--- config.mk ---
export PLATFORM = sky130hd
export DESIGN_NAME = flash_erase_program_sequencer_core_flat
export DESIGN_NICKNAME = d
export VERILOG_FILES = /design/src/hdl/fes_pkg.sv /design/src/hdl/fes_req_if.sv /design/src/hdl/fes_rsp_if.sv /design/src/hdl/fes_engine.sv /design/src/hdl/flash_erase_program_sequencer_core.sv /design/src/flat_wrapper.sv
export SDC_FILE = /design/constraint.sdc
export NUM_CORES = 1
export LEC_CHECK = 0
export ABC_AREA = 0
export BUFFER_PORTS_ARGS = -buffer_cell sky130_fd_sc_hd__buf_2
export CAP_MARGIN = 5
export CORE_MARGIN = 1
export CORE_UTILIZATION = 30
export DETAILED_ROUTE_END_ITERATION = 16
export PLACE_DENSITY_LB_ADDON = 0.2
export SYNTH_ARGS = -nofsm -noshare
export SYNTH_HDL_FRONTEND = slang
export SYNTH_SLANG_ARGS = --single-unit
--- constraint.sdc ---
create_clock -name clk -period 6.9 [get_ports clk]
set_input_delay 1.035 -clock clk [delete_from_list [all_inputs] [get_ports clk]]
set_output_delay 1.035 -clock clk [all_outputs]
set_load 0.005 [all_outputs]
--- src/hdl/fes_pkg.sv ---
// Shared types, codes and reset values for the flash erase/program sequencer.
package fes_pkg;

  localparam int DATA_W      = 24;
  localparam int OFFSET_W    = 10;
  localparam int CHUNK_OUT_W = 9;
  localparam int PKT_LEN_W   = 11;
  localparam int CFG_IDX_W   = 2;

  // request functions
  localparam logic [1:0] FUNC_BEGIN = 2'd0;
  localparam logic [1:0] FUNC_WRITE = 2'd1;
  localparam logic [1:0] FUNC_POLL  = 2'd2;
  localparam logic [1:0] FUNC_ABORT = 2'd3;

  // response status
  localparam logic [1:0] ST_OK       = 2'd0;
  localparam logic [1:0] ST_REJECTED = 2'd1;
  localparam logic [1:0] ST_WRITTEN  = 2'd2;
  localparam logic [1:0] ST_FAILED   = 2'd3;

  // flash commands
  localparam logic [1:0] CMD_NONE        = 2'd0;
  localparam logic [1:0] CMD_ERASE       = 2'd1;
  localparam logic [1:0] CMD_PROGRAM     = 2'd2;
  localparam logic [1:0] CMD_READ_STATUS = 2'd3;

  // start outcomes; any other code is an error
  localparam logic [1:0] START_OK   = 2'd0;
  localparam logic [1:0] START_BUSY = 2'd1;

  // configuration register indexes
  localparam logic [CFG_IDX_W-1:0] REG_STORE_ENABLED     = 2'd0;
  localparam logic [CFG_IDX_W-1:0] REG_DATA_BASE_ADDRESS = 2'd1;
  localparam logic [CFG_IDX_W-1:0] REG_MAX_UPLOAD_SIZE   = 2'd2;
  localparam logic [CFG_IDX_W-1:0] REG_MAX_PACKET_SIZE   = 2'd3;

  localparam logic [DATA_W-1:0]    RST_DATA_BASE_ADDRESS = 24'd12718080;
  localparam logic [DATA_W-1:0]    RST_MAX_UPLOAD_SIZE   = 24'd1048576;
  localparam logic [PKT_LEN_W-1:0] RST_MAX_PACKET_SIZE   = 11'd1024;

  typedef struct packed {
    logic                 store_enabled;
    logic [DATA_W-1:0]    data_base_address;
    logic [DATA_W-1:0]    max_upload_size;
    logic [PKT_LEN_W-1:0] max_packet_size;
  } cfg_t;

  typedef struct packed {
    logic [1:0]        func;
    logic [DATA_W-1:0] length;
    logic              lock_granted;
    logic [1:0]        start_result;
    logic              status_read_ok;
    logic              flash_in_progress;
  } item_t;

  typedef struct packed {
    logic [1:0]             status;
    logic                   lock_attempt;
    logic                   lock_release;
    logic [1:0]             command;
    logic [DATA_W-1:0]      flash_address;
    logic [OFFSET_W-1:0]    buffer_offset;
    logic [CHUNK_OUT_W-1:0] chunk_length;
    logic                   busy_res;
    logic [DATA_W-1:0]      written_bytes;
  } result_t;

endpackage

--- src/hdl/fes_req_if.sv ---
// Request channel: command word with flash feedback for one step.
interface fes_req_if;
  logic                      valid;
  logic                      ready;
  logic [1:0]                func;
  logic [fes_pkg::DATA_W-1:0] length;
  logic                      lock_granted;
  logic [1:0]                start_result;
  logic                      status_read_ok;
  logic                      flash_in_progress;

  modport source (
    output valid, func, length, lock_granted, start_result, status_read_ok,
           flash_in_progress,
    input  ready
  );
  modport sink (
    input  valid, func, length, lock_granted, start_result, status_read_ok,
           flash_in_progress,
    output ready
  );
endinterface

--- src/hdl/fes_rsp_if.sv ---
// Response channel: one result word per request word.
interface fes_rsp_if;
  logic                            valid;
  logic                            ready;
  logic [1:0]                      status;
  logic                            lock_attempt;
  logic                            lock_release;
  logic [1:0]                      command;
  logic [fes_pkg::DATA_W-1:0]      flash_address;
  logic [fes_pkg::OFFSET_W-1:0]    buffer_offset;
  logic [fes_pkg::CHUNK_OUT_W-1:0] chunk_length;
  logic                            busy_res;
  logic [fes_pkg::DATA_W-1:0]      written_bytes;

  modport source (
    output valid, status, lock_attempt, lock_release, command, flash_address,
           buffer_offset, chunk_length, busy_res, written_bytes,
    input  ready
  );
  modport sink (
    input  valid, status, lock_attempt, lock_release, command, flash_address,
           buffer_offset, chunk_length, busy_res, written_bytes,
    output ready
  );
endinterface

--- src/hdl/fes_engine.sv ---
// Sequencer state and the single-pass next-state and result logic.
module fes_engine #(
  parameter int SECTOR_SHIFT = 12,
  parameter int PAGE_BYTES   = 256,
  parameter int PACKET_BYTES = 1024,
  parameter int ADDRESS_BITS = 24
) (
  input  logic             clk,
  input  logic             rst,
  input  fes_pkg::cfg_t    cfg,
  input  fes_pkg::item_t   item,
  input  logic             step,
  output fes_pkg::result_t res
);

  localparam int DW      = fes_pkg::DATA_W;
  localparam int SEC_W   = DW + 1 - SECTOR_SHIFT;
  localparam int CHUNK_W = $clog2(PAGE_BYTES + 1);
  localparam int AW      = (ADDRESS_BITS < DW) ? ADDRESS_BITS : DW;
  localparam logic [DW-1:0] ADDR_MASK  = DW'((64'd1 << AW) - 64'd1);
  localparam logic [DW-1:0] PAGE_LEN   = DW'(PAGE_BYTES);
  localparam logic [DW-1:0] PACKET_LEN = DW'(PACKET_BYTES);

  typedef enum logic [2:0] {
    PH_IDLE, PH_ERASE_KICK, PH_ERASE_WAIT, PH_PROG_KICK, PH_PROG_WAIT
  } phase_t;

  phase_t               phase, phase_next;
  logic                 lock_held, lock_held_next;
  logic [DW-1:0]        done_bytes, done_bytes_next;
  logic [DW-1:0]        total_bytes, total_bytes_next;
  logic [DW-1:0]        packet_start, packet_start_next;
  logic [DW-1:0]        packet_end, packet_end_next;
  logic [DW-1:0]        cursor, cursor_next;
  logic [CHUNK_W-1:0]   cur_chunk, cur_chunk_next;
  logic [SEC_W-1:0]     erase_next, erase_next_next;
  logic [SEC_W-1:0]     last_sector, last_sector_next;
  logic                 any_erased, any_erased_next;
  logic [SEC_W-1:0]     highest_erased, highest_erased_next;

  logic [DW:0]   write_sum;
  logic [DW-1:0] write_end;
  logic [DW-1:0] remaining;
  logic [DW-1:0] chunk;
  logic [DW-1:0] erase_addr;
  logic [DW-1:0] prog_addr;
  logic          write_bad;
  logic          held_now;
  logic          is_erase;
  logic          skip;

  always_comb begin
    write_sum  = {1'b0, done_bytes} + {1'b0, item.length};
    write_end  = write_sum[DW-1:0];
    remaining  = packet_end - cursor;
    chunk      = (remaining > PAGE_LEN) ? PAGE_LEN : remaining;
    erase_addr = (cfg.data_base_address + DW'({erase_next, {SECTOR_SHIFT{1'b0}}})) & ADDR_MASK;
    prog_addr  = (cfg.data_base_address + cursor) & ADDR_MASK;
    write_bad  = !cfg.store_enabled || (item.length == '0) ||
                 (item.length > DW'(cfg.max_packet_size)) || (item.length > PACKET_LEN) ||
                 (phase != PH_IDLE) || (write_sum > {1'b0, total_bytes});
    is_erase   = (phase == PH_ERASE_KICK);
    skip       = is_erase ? (erase_next > last_sector) : (cursor >= packet_end);
    held_now   = lock_held | item.lock_granted;

    phase_next          = phase;
    lock_held_next      = lock_held;
    done_bytes_next     = done_bytes;
    total_bytes_next    = total_bytes;
    packet_start_next   = packet_start;
    packet_end_next     = packet_end;
    cursor_next         = cursor;
    cur_chunk_next      = cur_chunk;
    erase_next_next     = erase_next;
    last_sector_next    = last_sector;
    any_erased_next     = any_erased;
    highest_erased_next = highest_erased;

    res = '0;
    res.status  = fes_pkg::ST_OK;
    res.command = fes_pkg::CMD_NONE;

    case (item.func)
      fes_pkg::FUNC_BEGIN: begin
        if (!cfg.store_enabled || (item.length == '0) ||
            (item.length > cfg.max_upload_size)) begin
          res.status = fes_pkg::ST_REJECTED;
        end else begin
          res.lock_release    = lock_held;
          phase_next          = PH_IDLE;
          lock_held_next      = 1'b0;
          done_bytes_next     = '0;
          total_bytes_next    = item.length;
          packet_start_next   = '0;
          packet_end_next     = '0;
          cursor_next         = '0;
          cur_chunk_next      = '0;
          erase_next_next     = '0;
          last_sector_next    = '0;
          any_erased_next     = 1'b0;
          highest_erased_next = '0;
        end
      end
      fes_pkg::FUNC_WRITE: begin
        if (write_bad) begin
          res.status = fes_pkg::ST_REJECTED;
        end else begin
          packet_start_next = done_bytes;
          packet_end_next   = write_end;
          last_sector_next  = SEC_W'((write_end - DW'(1)) >> SECTOR_SHIFT);
          erase_next_next   = any_erased ? highest_erased + SEC_W'(1)
                                         : SEC_W'(done_bytes >> SECTOR_SHIFT);
          cursor_next       = done_bytes;
          phase_next        = PH_ERASE_KICK;
        end
      end
      fes_pkg::FUNC_ABORT: begin
        res.lock_release    = lock_held;
        phase_next          = PH_IDLE;
        lock_held_next      = 1'b0;
        done_bytes_next     = '0;
        total_bytes_next    = '0;
        packet_start_next   = '0;
        packet_end_next     = '0;
        cursor_next         = '0;
        cur_chunk_next      = '0;
        erase_next_next     = '0;
        last_sector_next    = '0;
        any_erased_next     = 1'b0;
        highest_erased_next = '0;
      end
      default: begin
        if (cfg.store_enabled) begin
          unique case (phase)
            PH_ERASE_KICK, PH_PROG_KICK: begin
              if (skip) begin
                if (is_erase) begin
                  phase_next = PH_PROG_KICK;
                end else begin
                  done_bytes_next = packet_end;
                  phase_next      = PH_IDLE;
                  res.status      = fes_pkg::ST_WRITTEN;
                end
              end else begin
                res.lock_attempt = !lock_held;
                lock_held_next   = held_now;
                if (held_now) begin
                  if (is_erase) begin
                    res.command       = fes_pkg::CMD_ERASE;
                    res.flash_address = erase_addr;
                  end else begin
                    res.command       = fes_pkg::CMD_PROGRAM;
                    res.flash_address = prog_addr;
                    res.buffer_offset = fes_pkg::OFFSET_W'(cursor - packet_start);
                    res.chunk_length  = fes_pkg::CHUNK_OUT_W'(chunk);
                  end
                  if (item.start_result == fes_pkg::START_OK) begin
                    if (is_erase) begin
                      phase_next = PH_ERASE_WAIT;
                    end else begin
                      cur_chunk_next = CHUNK_W'(chunk);
                      phase_next     = PH_PROG_WAIT;
                    end
                  end else if (item.start_result != fes_pkg::START_BUSY) begin
                    // start error: give up the lock and abandon the packet
                    lock_held_next   = 1'b0;
                    res.lock_release = 1'b1;
                    phase_next       = PH_IDLE;
                    res.status       = fes_pkg::ST_FAILED;
                  end
                end
              end
            end
            PH_ERASE_WAIT, PH_PROG_WAIT: begin
              res.command = fes_pkg::CMD_READ_STATUS;
              if (item.status_read_ok && !item.flash_in_progress) begin
                lock_held_next   = 1'b0;
                res.lock_release = 1'b1;
                if (phase == PH_ERASE_WAIT) begin
                  highest_erased_next = erase_next;
                  any_erased_next     = 1'b1;
                  erase_next_next     = erase_next + SEC_W'(1);
                  phase_next          = PH_ERASE_KICK;
                end else begin
                  cursor_next = cursor + DW'(cur_chunk);
                  phase_next  = PH_PROG_KICK;
                end
              end
            end
            default: begin
            end
          endcase
        end
      end
    endcase

    res.busy_res      = (phase_next != PH_IDLE);
    res.written_bytes = done_bytes_next;
  end

  always_ff @(posedge clk) begin
    if (rst) begin
      phase          <= PH_IDLE;
      lock_held      <= 1'b0;
      done_bytes     <= '0;
      total_bytes    <= '0;
      packet_start   <= '0;
      packet_end     <= '0;
      cursor         <= '0;
      cur_chunk      <= '0;
      erase_next     <= '0;
      last_sector    <= '0;
      any_erased     <= 1'b0;
      highest_erased <= '0;
    end else if (step) begin
      phase          <= phase_next;
      lock_held      <= lock_held_next;
      done_bytes     <= done_bytes_next;
      total_bytes    <= total_bytes_next;
      packet_start   <= packet_start_next;
      packet_end     <= packet_end_next;
      cursor         <= cursor_next;
      cur_chunk      <= cur_chunk_next;
      erase_next     <= erase_next_next;
      last_sector    <= last_sector_next;
      any_erased     <= any_erased_next;
      highest_erased <= highest_erased_next;
    end
  end

endmodule

--- src/hdl/flash_erase_program_sequencer_core.sv ---
// Erase-before-program upload sequencer for an SPI NOR data area. Each request word
// (begin, write, poll or abort, with the flash feedback for that step) yields exactly
// one response word. A word passes through an input register, one pass of next-state
// logic against the sequencer state, and a result register; a new word is taken every
// cycle while the response side keeps up, and the rate is set by that single next-state
// pass. Configuration registers are written through cfg_we/cfg_index/cfg_data and must
// only change while no word is in flight.
module flash_erase_program_sequencer_core #(
  parameter int SECTOR_SHIFT = 12,
  parameter int PAGE_BYTES   = 256,
  parameter int PACKET_BYTES = 1024,
  parameter int ADDRESS_BITS = 24
) (
  input  logic                              clk,
  input  logic                              rst,
  input  logic                              cfg_we,
  input  logic [fes_pkg::CFG_IDX_W-1:0]     cfg_index,
  input  logic [fes_pkg::DATA_W-1:0]        cfg_data,
  fes_req_if.sink                           req,
  fes_rsp_if.source                         rsp
);

  fes_pkg::cfg_t    cfg;
  fes_pkg::item_t   s1_item;
  logic             s1_valid;
  fes_pkg::result_t eng_res;
  fes_pkg::result_t out_res;
  logic             out_valid;
  logic             out_free;
  logic             step;
  logic             req_take;

  assign out_free  = !out_valid || rsp.ready;
  assign step      = s1_valid && out_free;
  assign req.ready = !s1_valid || out_free;
  assign req_take  = req.valid && req.ready;

  always_ff @(posedge clk) begin
    if (rst) begin
      cfg.store_enabled     <= 1'b0;
      cfg.data_base_address <= fes_pkg::RST_DATA_BASE_ADDRESS;
      cfg.max_upload_size   <= fes_pkg::RST_MAX_UPLOAD_SIZE;
      cfg.max_packet_size   <= fes_pkg::RST_MAX_PACKET_SIZE;
    end else if (cfg_we) begin
      unique case (cfg_index)
        fes_pkg::REG_STORE_ENABLED:     cfg.store_enabled     <= cfg_data[0];
        fes_pkg::REG_DATA_BASE_ADDRESS: cfg.data_base_address <= cfg_data;
        fes_pkg::REG_MAX_UPLOAD_SIZE:   cfg.max_upload_size   <= cfg_data;
        fes_pkg::REG_MAX_PACKET_SIZE:
          cfg.max_packet_size <= cfg_data[fes_pkg::PKT_LEN_W-1:0];
        default: begin
        end
      endcase
    end
  end

  // input register: load a new word, drop the old one once it steps
  always_ff @(posedge clk) begin
    if (rst) begin
      s1_valid <= 1'b0;
    end else if (req_take) begin
      s1_valid <= 1'b1;
    end else if (step) begin
      s1_valid <= 1'b0;
    end
  end

  always_ff @(posedge clk) begin
    if (req_take) begin
      s1_item.func              <= req.func;
      s1_item.length            <= req.length;
      s1_item.lock_granted      <= req.lock_granted;
      s1_item.start_result      <= req.start_result;
      s1_item.status_read_ok    <= req.status_read_ok;
      s1_item.flash_in_progress <= req.flash_in_progress;
    end
  end

  fes_engine #(
    .SECTOR_SHIFT (SECTOR_SHIFT),
    .PAGE_BYTES   (PAGE_BYTES),
    .PACKET_BYTES (PACKET_BYTES),
    .ADDRESS_BITS (ADDRESS_BITS)
  ) u_engine (
    .clk  (clk),
    .rst  (rst),
    .cfg  (cfg),
    .item (s1_item),
    .step (step),
    .res  (eng_res)
  );

  // result register: hold until the response word is taken
  always_ff @(posedge clk) begin
    if (rst) begin
      out_valid <= 1'b0;
    end else if (step) begin
      out_valid <= 1'b1;
    end else if (rsp.ready) begin
      out_valid <= 1'b0;
    end
  end

  always_ff @(posedge clk) begin
    if (step) begin
      out_res <= eng_res;
    end
  end

  assign rsp.valid         = out_valid;
  assign rsp.status        = out_res.status;
  assign rsp.lock_attempt  = out_res.lock_attempt;
  assign rsp.lock_release  = out_res.lock_release;
  assign rsp.command       = out_res.command;
  assign rsp.flash_address = out_res.flash_address;
  assign rsp.buffer_offset = out_res.buffer_offset;
  assign rsp.chunk_length  = out_res.chunk_length;
  assign rsp.busy_res      = out_res.busy_res;
  assign rsp.written_bytes = out_res.written_bytes;

endmodule
--- src/flat_wrapper.sv ---
// flat-port wrapper written by rule: the top's interface ports become plain ports
module flash_erase_program_sequencer_core_flat 
#(
  parameter int SECTOR_SHIFT = 12,
  parameter int PAGE_BYTES   = 256,
  parameter int PACKET_BYTES = 1024,
  parameter int ADDRESS_BITS = 24
)
  (clk, rst, cfg_we, cfg_index, cfg_data, req_valid, req_func, req_length, req_lock_granted, req_start_result, req_status_read_ok, req_flash_in_progress, req_ready, rsp_valid, rsp_status, rsp_lock_attempt, rsp_lock_release, rsp_command, rsp_flash_address, rsp_buffer_offset, rsp_chunk_length, rsp_busy_res, rsp_written_bytes, rsp_ready);
  fes_req_if req_i ();
  fes_rsp_if rsp_i ();
  input  logic clk;
  input  logic rst;
  input  logic cfg_we;
  input  logic [fes_pkg::CFG_IDX_W-1:0] cfg_index;
  input  logic [fes_pkg::DATA_W-1:0] cfg_data;
  input wire logic [$bits(req_i.valid)-1:0] req_valid;
  input wire logic [$bits(req_i.func)-1:0] req_func;
  input wire logic [$bits(req_i.length)-1:0] req_length;
  input wire logic [$bits(req_i.lock_granted)-1:0] req_lock_granted;
  input wire logic [$bits(req_i.start_result)-1:0] req_start_result;
  input wire logic [$bits(req_i.status_read_ok)-1:0] req_status_read_ok;
  input wire logic [$bits(req_i.flash_in_progress)-1:0] req_flash_in_progress;
  output wire logic [$bits(req_i.ready)-1:0] req_ready;
  output wire logic [$bits(rsp_i.valid)-1:0] rsp_valid;
  output wire logic [$bits(rsp_i.status)-1:0] rsp_status;
  output wire logic [$bits(rsp_i.lock_attempt)-1:0] rsp_lock_attempt;
  output wire logic [$bits(rsp_i.lock_release)-1:0] rsp_lock_release;
  output wire logic [$bits(rsp_i.command)-1:0] rsp_command;
  output wire logic [$bits(rsp_i.flash_address)-1:0] rsp_flash_address;
  output wire logic [$bits(rsp_i.buffer_offset)-1:0] rsp_buffer_offset;
  output wire logic [$bits(rsp_i.chunk_length)-1:0] rsp_chunk_length;
  output wire logic [$bits(rsp_i.busy_res)-1:0] rsp_busy_res;
  output wire logic [$bits(rsp_i.written_bytes)-1:0] rsp_written_bytes;
  input wire logic [$bits(rsp_i.ready)-1:0] rsp_ready;
  assign req_i.valid = req_valid;
  assign req_i.func = req_func;
  assign req_i.length = req_length;
  assign req_i.lock_granted = req_lock_granted;
  assign req_i.start_result = req_start_result;
  assign req_i.status_read_ok = req_status_read_ok;
  assign req_i.flash_in_progress = req_flash_in_progress;
  assign req_ready = req_i.ready;
  assign rsp_valid = rsp_i.valid;
  assign rsp_status = rsp_i.status;
  assign rsp_lock_attempt = rsp_i.lock_attempt;
  assign rsp_lock_release = rsp_i.lock_release;
  assign rsp_command = rsp_i.command;
  assign rsp_flash_address = rsp_i.flash_address;
  assign rsp_buffer_offset = rsp_i.buffer_offset;
  assign rsp_chunk_length = rsp_i.chunk_length;
  assign rsp_busy_res = rsp_i.busy_res;
  assign rsp_written_bytes = rsp_i.written_bytes;
  assign rsp_i.ready = rsp_ready;
  flash_erase_program_sequencer_core #(.SECTOR_SHIFT(SECTOR_SHIFT), .PAGE_BYTES(PAGE_BYTES), .PACKET_BYTES(PACKET_BYTES), .ADDRESS_BITS(ADDRESS_BITS)) u_core (.clk(clk), .rst(rst), .cfg_we(cfg_we), .cfg_index(cfg_index), .cfg_data(cfg_data), .req(req_i), .rsp(rsp_i));
endmodule
* After elaboration in Yosys (flattened, before gate mapping)
Cells that the tools add are included.
** Word-level totals
- Bits of input ports :: 62
- Logic and storage cells :: 221
- Bits in registers :: 326
** Cells by class
- Bitwise logic cells :: 5
- Muxes and demuxes :: 95
- Equal/unequal tests :: 17
- Magnitude comparators :: 7
- Add/sub/neg operators :: 9
- Reduce and logical (&&, ||, !) cells :: 55
** Operators with widths (number)
- $mux 24 :: 13
- $pmux 24 s3 :: 3
- $mux 13 :: 12
- $pmux 13 s3 :: 3
- $mux 9 :: 8
- $mux 49 :: 1
- $add 24x24->24 :: 2
- $pmux 24 s2 :: 1
- $mux 47 :: 1
- $mux 46 :: 1
- $mux 43 :: 1
- $mux 3 :: 10
- $pmux 10 s3 :: 1
- $reduce_bool 3->1 :: 10
- $reduce_and 7->1 :: 4
- $pmux 9 s3 :: 1
- $add 13x1->13 const B :: 2
- $mux 26 :: 1
- $add 24x24->25 :: 1
- $gt 25x24->1 :: 1
- $add 24x9->24 :: 1
- $ge 24x24->1 :: 1
- $gt 24x11->1 :: 1
- $gt 24x11->1 const B :: 1
- 42 further kinds :: 107

* Longest topological paths before layout
- Depth after elaboration :: 10
- Gate-level depth with buffers :: 23
- Mapped depth without buffers :: 20

* Modules after synthesis
A second synthesis with hierarchy kept.
** Second synthesis, totals
- Cell total of the unflattened synthesis :: 2338
- Area, all modules :: 20474.6 µm²
** By module, submodules not included
- fes_engine :: area an instance 14752.9 µm², cells each 1990, instances 1, sequential area each 3163.0 µm²
- flash_erase_program_sequencer_core :: area an instance 5721.7 µm², cells each 348, instances 1, sequential area each 4394.2 µm²

* Worst setup path before layout
Ideal clock, no wire load.
- Kind :: register -> register
- Start :: reg u_core.s1_item[5] (netlist name)
- End :: reg u_core.u_engine.packet_end[19]
- Period minus slack after synthesis :: 5132 ps
- Data required time :: 6772 ps
- Cell stages (with the launch flop) :: 23
- Arrival time :: 5005 ps
- Path slack :: 1768 ps
- Library setup time :: 128 ps
- Cell sequence :: edfxtp_1 -> ha_1 -> fa_1 -> a21o_1 -> a22o_1 -> o2111ai_1 -> o211ai_1 -> a21oi_1 -> a22oi_1 -> xor2_1 -> ha_1 -> a21o_1 -> a21oi_1 -> o221ai_1 -> a2111oi_0 -> a21oi_1 -> or4_1 -> buf_2 -> a21oi_1 -> nand2_1 -> clkbuf_1 -> a22oi_1 -> nor2_1
** On the way
- Cells in the longest elaborated chain, start to end :: 8
- Elaborated cells on any way between the ends :: 17
- Those cells by class :: add/sub (1); order compare (4); eq/ne (2); mux (2); reduce/logical (8)
** Ends and longest elaborated chain
- start: declaration :: line flash_erase_program_sequencer_core.sv:24 : fes_pkg::item_t s1_item;
- parallel branches: the longest is 8 deep, another holds $add 24x24->25
- end signal: assignment :: line fes_engine.sv:221 : packet_end <= packet_end_next;
- end: declaration :: line fes_engine.sv:33 : logic [DW-1:0] packet_end, packet_end_next;
Several ways; the timed one is not identified. The select of a mux whose other input is x is not followed.
A chain may end at the register's enable or synchronous reset.

* Worst setup path after layout
- Start :: reg u_core.s1_item[5] (netlist name)
- End :: reg u_core.u_engine.packet_end[4]
The elaborated chain is that of the path after synthesis.

==> impl_metrics.yaml <==
clock_network:
  cts_tree: "done"
  cts_hold_buf: 0
  clock-root-buffer: "clkbuf_16"
  cts_sinks: 325
  post-cts-setup-buffers: 0
  cts_resized: 0
  path_clk_slew_ns: 0.06
  cts_buffers: 40
  cts.path.max_buffers: 3
  clk_latency_ns: 0.60
  cts.htree.levels: 2
yosys:
  ys.warnings.count: 0
  yosys.cell_types.count: 89
  synth_seq_cells: 325
  synth-async-reset-ratio_pct: 0
  synth.avg_cell_area_sq_um: 8.47
  synth_area_sq_um: 20400
  synth_nets: 2650
  synth_flop_cell: "dfxtp_1"
  synth-edff-count: 105
  netlist_instances: 2405
  yosysSeqAreaShare_pct: 37.1
pwr:
  power_density_nw_per_um2: 204
  leakage_nw: 8.87
  vdd_drop_max_mv: 0.136
sta:
  setup_tns_ns: 0
  min_period_ns: 6.31
  setup_viol: 0
  slew_headroom_pct: 23.8
  fin_skew_ns: 0.0409
  period_share_pct: 91.5
  hold_viol: 0
  worst_slack_ns: 0.589
  rsz0062_at_grt: "no"
  fmax_mhz: 158
  worst_pin_slew_ns: 1.14
  holdWs_ns: 0.456
  slew_viol_final: 0
placement:
  numPlacedInstances: 3332
  post-dp-hpwl_um: 60800
  finalWeightedCongestion: 0.974
  port_buffers: 137
  preCtsSetupSlack_ns: 0.574
global_routing:
  grtUsageTotal_pct: 22.3
  globalRoute.totalOverflow: 0
  grt_pass1_vias: 18000
  grt_start_max_net_pins: 119
  antenna_found_initial: 3
  grt_first_pass_wirelength_um: 116000
setup_path:
  slowest_delay_ns: 0.80
  r2r_slack_ns: 0.59
  cp.arrival_ns: 6.73
  critPathSlowestCell: "or4_1"
  critical_path.cell_chain: "ha_1, fa_1, a21o_1, a22o_1, o2111ai_1, o211ai_1, a21oi_1, a22oi_1, xor2_1, ha_1, a21o_1, a21oi_1, o221ai_1, a2111oi_0, a21oi_1, or4_1, a21oi_1, nand2_1, buf_12, a22oi_1, nor2_1"
  startpoint: "u_core.s1_item[5]"
  crit-reg2reg-launch: "u_core.s1_item[5]"
  crit_path_end: "u_core.u_engine.packet_end[4]"
  r2r.worst_path.cells: 21
  reg2reg_to: "u_core.u_engine.packet_end[4]"
  cp-start-kind: "flip-flop"
  crit_fanout: 35
  critPathMostFrequentCell: "a21oi_1"
  critPathKind: "flip-flop to flip-flop"
  cp.required_ns: 7.32
  end_kind: "flip-flop"
final_layout:
  final_layout_size_suffix_gt1_share_pct: 11.4
  fill_cells: 7029
  nets: 2746
  final_cells: 3405
  area_growth_pct: 14.1
route:
  remaining_drc_errors: 0
  avgRoutedWirePerCell_um: 23.0
  ant_nets: 0
  totalWireLength_um: 78300
  drtPass1Iterations: 6
  vias: 18600
  drt_iter0_drc: 1465
  viasPerCell: 5.47
floorplan:
  die_area_sq_um: 69000
  core_region_area_sq_um: 67200
  die_y_um: 263
  pin_count: 138
  die_width_um: 263
  rows: 95
  start_util_pct: 30.3
worst_hold_path:
  holdPathStages: 2
  worstHoldPathType: "flip-flop to flip-flop"
job:
  drv_cap: 0
status:
  outcome: "finished clean"
==> how the worst min path moves through the flow <==
stage               slack [ns]                       startpoint                              end
detailed placement        0.45  u_core.u_engine.total_bytes[12]  u_core.u_engine.total_bytes[12]
finish                    0.46   u_core.u_engine.total_bytes[7]   u_core.u_engine.total_bytes[7]
floorplan                 0.43     u_core.u_engine.cur_chunk[0]     u_core.u_engine.cur_chunk[0]
global placement          0.44  u_core.u_engine.total_bytes[13]  u_core.u_engine.total_bytes[13]
global route              0.47                   u_core.cfg[34]                   u_core.cfg[34]
CTS                       0.46   u_core.u_engine.total_bytes[1]   u_core.u_engine.total_bytes[1]
==> routing by layer <==
metal	GRT usage (%)	vias up	share of wire [%]
met1	29.7	8956	45
li1	-	8948	-
met4	8.62	0	3.9
met2	36.1	586	46
met5	0	-	0
met3	3.27	120	5.6
==> where the power goes <==
part           switching [mW]  internal, mW  leakage (nW)
logic                   0.375         0.199          5.44
clock network           0.900          1.20         0.632
registers              0.0551          2.02          2.80
total                    1.33          3.42          8.87
==> sequential cells by signal, indices dropped and copies added (netlist names), 13 cells and up <==
name and flops:
u_core.cfg 60, u_core.s1_item 31, u_core.rsp.flash_address 24, u_core.rsp.written_bytes 24, u_core.u_engine.cursor 24, u_core.u_engine.done_bytes 24
u_core.u_engine.packet_end 24, u_core.u_engine.total_bytes 24, u_core.u_engine.erase_next 13, u_core.u_engine.highest_erased 13
==> cell families after synthesis <==
group           Yosys count  share of synthesized area, %
simple gates            837                          19.5
compound gates          707                          23.1
flops                   325                          37.1
buf+inv                 266                          5.08
fa+ha+maj               183                          11.5
xor+xnor                 81                          3.48
mux                       6                         0.301
==> worst max-delay path, delay by kind of cell (launching register included) <==
kind / cells / cell delay, ns
compound gates: 13 / 2.79
simple gates: 3 / 1.18
fa+ha+maj: 3 / 1.07
flops: 1 / 0.45
xor+xnor: 1 / 0.34
buf+inv: 1 / 0.30
==> cells in the final DEF (no fill, tap or decap), drive strengths merged, types with 7 or more instances in the layout <==
| master | synthesis | layout |
|---|---|---|
| nor2 | 175 | 175 |
| or2 | 22 | 22 |
| a22o | 49 | 49 |
| nor2b | 34 | 34 |
| edfxtp | 105 | 105 |
| nand2 | 321 | 321 |
| a21o | 49 | 49 |
| a22oi | 42 | 42 |
| xor2 | 37 | 37 |
| nor3 | 47 | 47 |
| buf | 16 | 167 |
| a211o | 9 | 9 |
| dfxtp | 220 | 220 |
| nand3 | 78 | 78 |
| o2111ai | 10 | 10 |
| o21a | 19 | 19 |
| clkinv | 1 | 15 |
| nand3b | 9 | 9 |
| o31ai | 16 | 16 |
| a21oi | 233 | 233 |
| and3 | 27 | 27 |
| a211oi | 45 | 45 |
| and4 | 9 | 9 |
| a311oi | 8 | 8 |
| o21bai | 8 | 8 |
| a31oi | 18 | 18 |
| clkbuf | 97 | 53 |
| and2 | 9 | 9 |
| or3 | 13 | 13 |
| nor3b | 8 | 8 |
| nor4 | 16 | 16 |
| ha | 177 | 177 |
| inv | 152 | 154 |
| xnor2 | 44 | 44 |
| nand4 | 31 | 31 |
| nand2b | 19 | 19 |
| a221oi | 8 | 8 |
| o22ai | 7 | 7 |
| o211ai | 14 | 14 |
| o21ai | 114 | 114 |
==> per-stage QoR <==
stage               utilization [%]  instance area [sq um]  total power [mW]
CTS                            34.6                  23200              4.80
global placement               32.7                  22000              2.68
global route                   34.6                  23200              4.95
detailed placement             32.7                  22000              2.69
floorplan                         -                  20400              2.47
finish                         34.6                  23200              4.75
==> synth_stat cells, types with 15 or more instances <==
library cell / n / area, sq um
a211oi_1: 39 / 293
a21o_1: 49 / 368
a21oi_1: 228 / 1140
a22o_1: 49 / 429
a22oi_1: 42 / 315
a31oi_1: 18 / 113
and3_1: 27 / 169
clkbuf_1: 97 / 364
dfxtp_1: 220 / 4400
edfxtp_1: 105 / 3150
ha_1: 177 / 2210
inv_1: 151 / 567
nand2_1: 321 / 1200
nand2b_1: 19 / 119
nand3_1: 78 / 390
nand4_1: 31 / 194
nor2_1: 174 / 653
nor2b_1: 34 / 213
nor3_1: 43 / 215
nor4_1: 15 / 93.8
o21a_1: 19 / 143
o21ai_0: 110 / 551
o31ai_1: 16 / 120
or2_2: 20 / 125
xnor2_1: 44 / 385
xor2_1: 37 / 324
==> area by class of cell <==
| type | count | area, sq um | area share, % |
|---|---|---|---|
| clock buffers | 53 | 1130 | 4.87 |
| multi-input cells | 1814 | 11800 | 50.8 |
| flip-flops and latches | 325 | 7560 | 32.5 |
| inverters | 153 | 576 | 2.48 |
| diodes | 1 | 2.50 | 0.0108 |
| repair buffers | 167 | 930 | 4.00 |
| clock inverters | 19 | 153 | 0.657 |
| well taps | 873 | 1090 | 4.70 |
(Power assumes the default switching activity.)
